===== config.mk =====
export PLATFORM = sky130hd
export DESIGN_NAME = utf8_to_json_escape_stream
export DESIGN_NICKNAME = d
export VERILOG_FILES = /design/src/rtl/utj_pkg.sv /design/src/rtl/utj_front.sv /design/src/rtl/utj_job_fifo.sv /design/src/rtl/utj_back.sv /design/src/rtl/utf8_to_json_escape_stream.sv
export VERILOG_INCLUDE_DIRS = /design/src /design/src/rtl
export SDC_FILE = /design/constraint.sdc
export NUM_CORES = 1
export LEC_CHECK = 0
export ABC_AREA = 1
export BUFFER_PORTS_ARGS = -buffer_cell sky130_fd_sc_hd__buf_2
export CELL_PAD_IN_SITES_DETAIL_PLACEMENT = 0
export CELL_PAD_IN_SITES_GLOBAL_PLACEMENT = 1
export CORE_MARGIN = 4
export CORE_UTILIZATION = 52
export CTS_CLUSTER_SIZE = 8
export DETAILED_ROUTE_END_ITERATION = 6
export PLACE_DENSITY_LB_ADDON = 0.1
export SYNTH_ARGS = -nofsm -noshare
export SYNTH_HDL_FRONTEND = slang
export SYNTH_SLANG_ARGS = --single-unit

===== constraint.sdc =====
create_clock -name clk -period 5.54 [get_ports clk]
set_clock_uncertainty 0.2 [all_clocks]
set_input_delay 0.277 -clock clk [delete_from_list [all_inputs] [get_ports clk]]
set_output_delay 0.277 -clock clk [all_outputs]
set_load 0.1 [all_outputs]

===== src/rtl/assert_macros.svh =====
// assertion macros used by the top level, the only rtl file that checks itself
// no dependencies; each macro takes a label, clock, active-low reset and expressions
`ifndef ASSERT_MACROS_SVH
`define ASSERT_MACROS_SVH

// same-cycle implication
`define ASSERT_IMPLY(label, clk, rst_n, cond, prop) \
	label: assert property (@(posedge clk) disable iff (!rst_n) (cond) |-> (prop)) \
		else $error("assertion failed: same-cycle implication");

// next-cycle implication
`define ASSERT_NEXT(label, clk, rst_n, cond, prop) \
	label: assert property (@(posedge clk) disable iff (!rst_n) (cond) |=> (prop)) \
		else $error("assertion failed: next-cycle implication");

`endif


===== src/rtl/utj_pkg.sv =====
`timescale 1ns / 1ps
// shared types, codes and character helpers for the utf-8 to json escape block
// no dependencies
package utj_pkg;

	localparam int JOB_DEPTH = 4;

	localparam logic [1:0] ERR_NONE   = 2'd0;
	localparam logic [1:0] ERR_LENGTH = 2'd1;
	localparam logic [1:0] ERR_TRUNC  = 2'd2;

	localparam logic REG_USE_EXT = 1'b0;
	localparam logic REG_UPPER   = 1'b1;

	localparam logic [7:0] CH_BSL  = 8'h5c;
	localparam logic [7:0] CH_QUOT = 8'h22;
	localparam logic [7:0] CH_U    = 8'h75;
	localparam logic [7:0] CH_X    = 8'h78;
	localparam logic [7:0] CH_ZERO = 8'h30;
	localparam logic [7:0] CH_B    = 8'h62;
	localparam logic [7:0] CH_F    = 8'h66;
	localparam logic [7:0] CH_N    = 8'h6e;
	localparam logic [7:0] CH_R    = 8'h72;
	localparam logic [7:0] CH_T    = 8'h74;
	localparam logic [7:0] CH_NUL  = 8'h00;

	typedef struct packed {
		logic [7:0] in_byte;
		logic       end_of_text;
	} in_t;

	typedef struct packed {
		logic [7:0] out_char;
		logic       last_of_run;
		logic [1:0] error;
	} out_t;

	typedef enum logic [2:0] {
		JK_RAW,
		JK_PAIR,
		JK_CTRL,
		JK_UNI,
		JK_ERR
	} job_kind_t;

	// data: raw byte, escape letter, control byte, code point or error code
	typedef struct packed {
		job_kind_t   kind;
		logic [15:0] data;
	} job_t;

	function automatic logic [7:0] hex_char(input logic [3:0] v, input logic upper);
		logic [7:0] base;
		base = upper ? 8'h41 : 8'h61;
		if (v < 4'd10) begin
			return CH_ZERO + {4'h0, v};
		end
		return base + {4'h0, v} - 8'd10;
	endfunction

	function automatic logic [2:0] job_len(input job_kind_t kind, input logic use_ext);
		logic [2:0] n;
		unique case (kind)
			JK_RAW, JK_ERR: n = 3'd1;
			JK_PAIR:        n = 3'd2;
			JK_CTRL:        n = use_ext ? 3'd4 : 3'd6;
			JK_UNI:         n = 3'd6;
			default:        n = 3'd1;
		endcase
		return n;
	endfunction

	function automatic logic [7:0] job_char(input job_t job, input logic [2:0] idx,
	                                        input logic use_ext, input logic upper);
		logic [7:0] c;
		logic [3:0] nib;
		c = CH_NUL;
		nib = 4'h0;
		unique case (job.kind)
			JK_RAW: c = job.data[7:0];
			JK_ERR: c = CH_NUL;
			JK_PAIR: c = (idx == 3'd0) ? CH_BSL : job.data[7:0];
			JK_UNI: begin
				unique case (idx)
					3'd0:    c = CH_BSL;
					3'd1:    c = CH_U;
					3'd2:    nib = job.data[15:12];
					3'd3:    nib = job.data[11:8];
					3'd4:    nib = job.data[7:4];
					default: nib = job.data[3:0];
				endcase
				if (idx >= 3'd2) begin
					c = hex_char(nib, upper);
				end
			end
			JK_CTRL: begin
				if (use_ext) begin
					unique case (idx)
						3'd0:    c = CH_BSL;
						3'd1:    c = CH_X;
						3'd2:    c = hex_char(job.data[7:4], upper);
						default: c = hex_char(job.data[3:0], upper);
					endcase
				end else begin
					unique case (idx)
						3'd0:       c = CH_BSL;
						3'd1:       c = CH_U;
						3'd2, 3'd3: c = CH_ZERO;
						3'd4:       c = hex_char(job.data[7:4], upper);
						default:    c = hex_char(job.data[3:0], upper);
					endcase
				end
			end
			default: c = CH_NUL;
		endcase
		return c;
	endfunction

endpackage


===== src/rtl/utj_front.sv =====
`timescale 1ns / 1ps
// front end: tracks utf-8 sequences, makes a job per complete character or error
// depends on utj_pkg
module utj_front (
	input  logic          clk,
	input  logic          arst_n,
	input  utj_pkg::in_t  item,
	input  logic          accept,
	output logic          job_valid,
	output utj_pkg::job_t job,
	output logic [1:0]    pending
);

	logic [1:0]  pend_q;
	logic [15:0] code_q;
	logic [1:0]  pend_d;
	logic [15:0] code_d;
	logic [7:0]  b;
	logic        eot;
	logic [1:0]  pend_dec;
	logic [15:0] code_shift;

	assign b          = item.in_byte;
	assign eot        = item.end_of_text;
	assign pend_dec   = pend_q - 2'd1;
	assign code_shift = {code_q[9:0], b[5:0]};
	assign pending    = pend_q;

	always_comb begin
		pend_d    = pend_q;
		code_d    = code_q;
		job_valid = 1'b0;
		job.kind  = utj_pkg::JK_RAW;
		job.data  = {8'h00, b};
		if (pend_q != 2'd0) begin
			if (pend_dec != 2'd0) begin
				if (eot) begin
					job_valid = 1'b1;
					job.kind  = utj_pkg::JK_ERR;
					job.data  = {14'h0, utj_pkg::ERR_TRUNC};
					pend_d    = 2'd0;
					code_d    = 16'h0;
				end else begin
					pend_d = pend_dec;
					code_d = code_shift;
				end
			end else begin
				job_valid = 1'b1;
				job.kind  = utj_pkg::JK_UNI;
				job.data  = code_shift;
				pend_d    = 2'd0;
				code_d    = 16'h0;
			end
		end else if (b[7:5] == 3'b110 || b[7:4] == 4'b1110) begin
			// lead byte of a two or three byte sequence
			if (eot) begin
				job_valid = 1'b1;
				job.kind  = utj_pkg::JK_ERR;
				job.data  = {14'h0, utj_pkg::ERR_TRUNC};
				pend_d    = 2'd0;
				code_d    = 16'h0;
			end else if (b[5] == 1'b0) begin
				pend_d = 2'd1;
				code_d = {11'h0, b[4:0]};
			end else begin
				pend_d = 2'd2;
				code_d = {12'h0, b[3:0]};
			end
		end else if (b >= 8'hf0 && b <= 8'hfd) begin
			job_valid = 1'b1;
			job.kind  = utj_pkg::JK_ERR;
			job.data  = {14'h0, utj_pkg::ERR_LENGTH};
			pend_d    = 2'd0;
			code_d    = 16'h0;
		end else begin
			job_valid = 1'b1;
			unique case (b)
				utj_pkg::CH_QUOT, utj_pkg::CH_BSL: job.kind = utj_pkg::JK_PAIR;
				8'h08: begin
					job.kind = utj_pkg::JK_PAIR;
					job.data = {8'h00, utj_pkg::CH_B};
				end
				8'h0c: begin
					job.kind = utj_pkg::JK_PAIR;
					job.data = {8'h00, utj_pkg::CH_F};
				end
				8'h0a: begin
					job.kind = utj_pkg::JK_PAIR;
					job.data = {8'h00, utj_pkg::CH_N};
				end
				8'h0d: begin
					job.kind = utj_pkg::JK_PAIR;
					job.data = {8'h00, utj_pkg::CH_R};
				end
				8'h09: begin
					job.kind = utj_pkg::JK_PAIR;
					job.data = {8'h00, utj_pkg::CH_T};
				end
				default: begin
					job.kind = (b < 8'h20) ? utj_pkg::JK_CTRL : utj_pkg::JK_RAW;
				end
			endcase
		end
	end

	always_ff @(posedge clk or negedge arst_n) begin
		if (!arst_n) begin
			pend_q <= 2'd0;
			code_q <= 16'h0;
		end else if (accept) begin
			pend_q <= pend_d;
			code_q <= code_d;
		end
	end

endmodule


===== src/rtl/utj_job_fifo.sv =====
`timescale 1ns / 1ps
// small register queue of jobs between the front and back ends
// depends on utj_pkg
module utj_job_fifo #(
	parameter int DEPTH = utj_pkg::JOB_DEPTH
) (
	input  logic          clk,
	input  logic          arst_n,
	input  logic          wr_en,
	input  utj_pkg::job_t wr_data,
	output logic          full,
	input  logic          rd_en,
	output utj_pkg::job_t rd_data,
	output logic          rd_valid
);

	localparam int PW = (DEPTH > 1) ? $clog2(DEPTH) : 1;
	localparam int CW = $clog2(DEPTH + 1);
	localparam logic [PW-1:0] LAST_PTR = PW'(DEPTH - 1);
	localparam logic [CW-1:0] FULL_CNT = CW'(DEPTH);

	utj_pkg::job_t slots_q [DEPTH];
	logic [PW-1:0] wr_ptr_q;
	logic [PW-1:0] rd_ptr_q;
	logic [CW-1:0] count_q;
	logic          do_wr;
	logic          do_rd;

	assign full     = count_q == FULL_CNT;
	assign rd_valid = count_q != '0;
	assign rd_data  = slots_q[rd_ptr_q];
	assign do_wr    = wr_en && !full;
	assign do_rd    = rd_en && rd_valid;

	always_ff @(posedge clk) begin
		if (do_wr) begin
			slots_q[wr_ptr_q] <= wr_data;
		end
	end

	always_ff @(posedge clk or negedge arst_n) begin
		if (!arst_n) begin
			wr_ptr_q <= '0;
			rd_ptr_q <= '0;
			count_q  <= '0;
		end else begin
			if (do_wr) begin
				wr_ptr_q <= (wr_ptr_q == LAST_PTR) ? '0 : wr_ptr_q + PW'(1);
			end
			if (do_rd) begin
				rd_ptr_q <= (rd_ptr_q == LAST_PTR) ? '0 : rd_ptr_q + PW'(1);
			end
			if (do_wr && !do_rd) begin
				count_q <= count_q + CW'(1);
			end else if (do_rd && !do_wr) begin
				count_q <= count_q - CW'(1);
			end
		end
	end

endmodule


===== src/rtl/utj_back.sv =====
`timescale 1ns / 1ps
// back end: expands a job into characters, one beat per cycle while out_q has room
// depends on utj_pkg
module utj_back (
	input  logic          clk,
	input  logic          arst_n,
	input  logic          use_ext,
	input  logic          upper,
	input  logic          job_valid,
	input  utj_pkg::job_t job,
	output logic          job_pop,
	output utj_pkg::out_t result,
	output logic          empty,
	input  logic          pop
);

	utj_pkg::job_t job_q;
	logic [2:0]    idx_q;
	logic          busy_q;
	utj_pkg::out_t out_q;
	logic          out_valid_q;
	logic          room;
	logic          emit;
	logic          last;
	logic [2:0]    len;

	assign len     = utj_pkg::job_len(job_q.kind, use_ext);
	assign last    = idx_q == len - 3'd1;
	assign room    = !out_valid_q || pop;
	assign emit    = room && busy_q;
	assign job_pop = job_valid && (!busy_q || (emit && last));
	assign result  = out_q;
	assign empty   = !out_valid_q;

	always_ff @(posedge clk) begin
		if (job_pop) begin
			job_q <= job;
		end
		if (emit) begin
			out_q.out_char    <= utj_pkg::job_char(job_q, idx_q, use_ext, upper);
			out_q.last_of_run <= last;
			out_q.error       <= (job_q.kind == utj_pkg::JK_ERR) ? job_q.data[1:0]
			                                                     : utj_pkg::ERR_NONE;
		end
	end

	always_ff @(posedge clk or negedge arst_n) begin
		if (!arst_n) begin
			idx_q       <= 3'd0;
			busy_q      <= 1'b0;
			out_valid_q <= 1'b0;
		end else begin
			if (job_pop) begin
				idx_q  <= 3'd0;
				busy_q <= 1'b1;
			end else if (emit && last) begin
				busy_q <= 1'b0;
			end else if (emit) begin
				idx_q <= idx_q + 3'd1;
			end
			if (emit) begin
				out_valid_q <= 1'b1;
			end else if (pop) begin
				out_valid_q <= 1'b0;
			end
		end
	end

endmodule


===== src/rtl/utf8_to_json_escape_stream.sv =====
`timescale 1ns / 1ps
// top level: utf-8 bytes in, json-escaped ascii characters out
// depends on utj_pkg, utj_front, utj_job_fifo, utj_back, assert_macros.svh
//
//   channel   handshake          beat
//   input     push / full        item   (in_byte, end_of_text)
//   result    pop / empty        result (out_char, last_of_run, error)
//   config    cfg_we             cfg_idx, cfg_data
//
// a pushed byte is taken while the job queue has room and yields 0 to 6 characters
// the back end sends one character per cycle unless an unpopped result stalls it
// each job goes from a queue slot through the job register to the output register
// reset clears sequence state, queue and output register; no clearing pass
module utf8_to_json_escape_stream #(
	parameter int JOB_DEPTH = utj_pkg::JOB_DEPTH
) (
	input  logic          clk,
	input  logic          arst_n,
	input  logic          push,
	output logic          full,
	input  utj_pkg::in_t  item,
	output logic          empty,
	input  logic          pop,
	output utj_pkg::out_t result,
	input  logic          cfg_we,
	input  logic          cfg_idx,
	input  logic          cfg_data
);

	`include "assert_macros.svh"

	logic          use_ext_q;
	logic          upper_q;
	logic          accept;
	logic          front_valid;
	utj_pkg::job_t front_job;
	logic [1:0]    pending;
	utj_pkg::job_t q_job;
	logic          q_valid;
	logic          q_pop;

	assign accept = push && !full;

	always_ff @(posedge clk or negedge arst_n) begin
		if (!arst_n) begin
			use_ext_q <= 1'b0;
			upper_q   <= 1'b0;
		end else if (cfg_we) begin
			unique case (cfg_idx)
				utj_pkg::REG_USE_EXT: use_ext_q <= cfg_data;
				utj_pkg::REG_UPPER:   upper_q   <= cfg_data;
				default:              use_ext_q <= use_ext_q;
			endcase
		end
	end

	utj_front u_front (
		.clk       (clk),
		.arst_n    (arst_n),
		.item      (item),
		.accept    (accept),
		.job_valid (front_valid),
		.job       (front_job),
		.pending   (pending)
	);

	utj_job_fifo #(
		.DEPTH (JOB_DEPTH)
	) u_fifo (
		.clk      (clk),
		.arst_n   (arst_n),
		.wr_en    (accept && front_valid),
		.wr_data  (front_job),
		.full     (full),
		.rd_en    (q_pop),
		.rd_data  (q_job),
		.rd_valid (q_valid)
	);

	utj_back u_back (
		.clk       (clk),
		.arst_n    (arst_n),
		.use_ext   (use_ext_q),
		.upper     (upper_q),
		.job_valid (q_valid),
		.job       (q_job),
		.job_pop   (q_pop),
		.result    (result),
		.empty     (empty),
		.pop       (pop)
	);

	// an error beat stands alone and carries no character
	`ASSERT_IMPLY(a_err_beat, clk, arst_n,
		!empty && result.error != utj_pkg::ERR_NONE,
		result.last_of_run && result.out_char == utj_pkg::CH_NUL)
	// end of text always leaves no sequence open
	`ASSERT_NEXT(a_eot_clears, clk, arst_n, accept && item.end_of_text, pending == 2'd0)
	`ASSERT_IMPLY(a_pend_range, clk, arst_n, 1'b1, pending != 2'd3)

endmodule

==> results.md <==
* Maximum vdd drop at 0.000296 V
* Chip width at 121 um
* Top cells by area, synth: edfxtp_1 (48%), dfrtp_1 (9.7%), nand2_1 (6.4%), nor2_1 (5.1%), o21ai_0 (4.7%)
* Worst skew pair latency at 410 ps
* Average size of a mapped cell at 9.56 um^2
* Fin crit share at 0.556
* Routability cong. at 0.914
* Crit start category: primary input
* Root Buffer: clkbuf_16
* Final Setup Violations at 0
* R2r startpoint: u_back.out_valid_q$_DFFE_PN0P_
* Final WS setup at 2460 ps
* Max-cap violation count at 0
* #FFs+latches synth at 132
* Buffers and inverters on the worst path at 3
* Crit path max-delay family: simple AND/OR/NAND/NOR gates
* Fill count at 1081
* Grt total ovfl at 0
* WHS at 24.3 ps
* Hold EP: u_front.code_q[3]$_DFFE_PN0P_
* DR WL/cell at 16.7 um
* Seq/Total Area, Yosys at 0.573
* CP max stage delay at 850 ps
* Normalized max-slew margin at 0.231
* Crit Path Category: primary input to flip-flop
* Top-count cell post-synth: nand2_1
* DRC violations left at 0
* Final Cell Area at 0.00768 mm^2
* FFs w/ async S/R, synth at 0.197
* Initial core utilization at 0.531
* Slew @ Worst Pin at 1150 ps
* IO Port Bufs at 28
* Initial antenna violation count at 0
* Vias in the first global route at 4790
* Nets at 780
* Synth Warn # at 0
* Worst-path clk slew at 60 ps
* Minimum clock period at 3080 ps
* Hold Fails Final Rpt at 0
* Final slew viol count at 0
* Die Ht at 121 um
* Vias at 5053
* CTS tree: yes
* Area leader, netlist: edfxtp_1
* # resized after CTS at 0
* First-pass GRT wire length at 24.7 mm
* Ant diodes at 0
* Area Growth Syn to Fin at 14.7%
* TritonCTS Buffers at 17
* Ys flop type: edfxtp_1
* Reg-to-reg critical path endpoint: u_fifo.count_q[1]$_DFFE_PN0P_
* Die area at 0.0148 mm^2
* Post-synthesis xor/xnor area fraction at 0.00916
* Post-synth cell types at 42
* CP startpoint: pop
* Total track usage at 0.222
* Fraction of the mapped netlist area in adder cells at 0.0329
* Critical path's slowest cell: nor2_1
* Post-Synth Simple-Gate Area at 0.186
* Worst R2R Setup Slack at 2490 ps
* DR iter-0 viols at 388
* Post-DP Area at 0.00701 mm^2
* CP required at 5640 ps
* Crit. End Element: flip-flop
* Syn Nets at 733
* Top cells by count, synth: nand2_1 (114), edfxtp_1 (106), nor2_1 (91), inv_1 (72), o21ai_0 (63)
* Total Negative Setup Slacks at 0 ps
* Mapped cell area at 0.00670 mm^2
* Crit-path max FO at 16
* Hold path start: item[4]
* Layout cells sized above 1 at 0.162
* RSZ-0062 raised after global routing: no
* Compound-Gate Fraction of Synth Area at 0.135
* Hold Path Class: primary input to flip-flop
* Vias/cell at 5.42
* Post-synth top area share at 0.475
* Total power at 0.00452 W
* Cells on worst reg2reg path at 10
* Crit-path cells: dlygate4sd3_1 -> buf_2 -> nor2_1 -> nor2_1 -> nand3_2 -> nand2_2 -> nand2_2 -> ha_1 -> inv_1 -> fa_1 -> mux2_2
* Number of H-tree levels at 4
* Largest family of logic cells by synthesized area: simple AND/OR/NAND/NOR gates
* Hold Path Depth at 3
* Crit path DAT at 3180 ps
* DRT Wirelength at 15.5 mm
* FP Rows at 41
* Largest net degree at the start of global routing at 43
* Clock Path Buffers at 2
* Leak at 3.22 nW
* IO Count at 29
* Cells after synthesis at 700
* Dpl ws at 2500 ps
* Multiplexer area fraction after synthesis at 0.00168
* Cell Pwr Density at 588 mW/mm^2
* CTS Sinks at 132
* Post-synth EDFFs at 106
* Core ar. at 0.0126 mm^2
* First-pass iteration count of the detailed router at 5
* Routed Antenna Nets at 0
* Run status: finished, final reports clean
* Hpwl dp at 11.4 mm
* Max Clk Rate at 0.325 GHz
metal layers:
layer / vias to the layer above / GRT usage / routed length [um]
li1: 2493 / - / -
met1: 2375 / 0.261 / 6210
met2: 148 / 0.386 / 8100
met3: 37 / 0.0466 / 646
met4: 0 / 0.107 / 597
met5: - / 0 / 0
report_power, final:
part / internal, W / leakage (nW) / total, W / switching, W
clock: 0.000628 / 0.280 / 0.00106 / 0.000433
combinational: 0.000514 / 1.61 / 0.00189 / 0.00138
sequential: 0.00142 / 1.32 / 0.00156 / 0.000141
total: 0.00256 / 3.22 / 0.00452 / 0.00195
worst reg2reg max path, stage by stage, from the launching register on:
cell and delay (ps):
dfrtp_1 360, inv_1 90, nor2_1 40, nor2_1 850, nand3_2 160, nand2_2 140, nand2_2 100, ha_1 220
inv_1 100, fa_1 420, mux2_2 260
sequential cells by signal, indices dropped and copies added, names as in the netlist:
signal,count
u_front.code_q,10
u_back.busy_q,1
u_fifo.count_q,3
u_back.out_valid_q,1
u_back.job_q,19
u_back.result,11
u_fifo.slots_q,76
u_fifo.rd_ptr_q,2
upper_q,1
u_front.pending,2
u_fifo.wr_ptr_q,2
use_ext_q,1
u_back.idx_q,3
placed cells by master, fill, tap and decap left out, types with 4 or more instances in the layout:
cell type / n
nand4_1: 4
ha_1: 16
o21ai_0: 63
nor2_4: 5
o22ai_1: 21
o21ai_1: 14
clkbuf_16: 17
o21ai_2: 15
nand2_2: 9
edfxtp_1: 106
nor2_1: 91
inv_6: 8
a21oi_1: 25
dfrtp_1: 26
buf_2: 28
nand2_1: 114
xor2_1: 4
inv_1: 72
dlygate4sd3_1: 10
buf_4: 5
a31oi_1: 4
inv_2: 18
nor2_2: 5
nand3_1: 44
layout make-up:
cell class	count	area [um^2]	share of cell area
multi-input cells	461	2440	0.318
flip-flops and latches	132	3830	0.499
clock buffers	17	425	0.0554
inverters	92	345	0.0450
clock inverters	15	141	0.0184
repair buffers	43	278	0.0362
well taps	172	215	0.0280
stage by stage:
step,util,cells
6_report,0.609,932
2_1_floorplan,-,700
4_1_cts,0.609,932
5_1_grt,0.609,932
3_5_place_dp,0.556,890
3_3_place_gp,0.556,890
logic make-up after synthesis:
logic type / count (synthesis)
and+or+nand+nor: 282
AOI/OAI and AO/OA: 154
DFF: 132
buffers and inverters: 107
adders and majority gates: 17
xor gates and xnor gates: 7
muxes: 1
worst max path at each step:
stage / depth (start not counted) / to / slack [ps]
after floorplan: 10 / u_fifo.count_q[1]$_DFFE_PN0P_ / 2210
after global placement: 10 / u_fifo.count_q[1]$_DFFE_PN0P_ / 2620
after detailed placement: 10 / u_fifo.count_q[1]$_DFFE_PN0P_ / 2500
after CTS: 11 / u_fifo.count_q[1]$_DFFE_PN0P_ / 2470
after global routing: 10 / u_fifo.count_q[1]$_DFFE_PN0P_ / 2160
final: 11 / u_fifo.count_q[1]$_DFFE_PN0P_ / 2460
what timing repair did:
action                    4_1_cts  5_1_grt
hold endpoints to repair       33        0
hold buffers                   10        0
buffers inserted                0        0
Note: power is estimated with default switching activity, not from simulation.
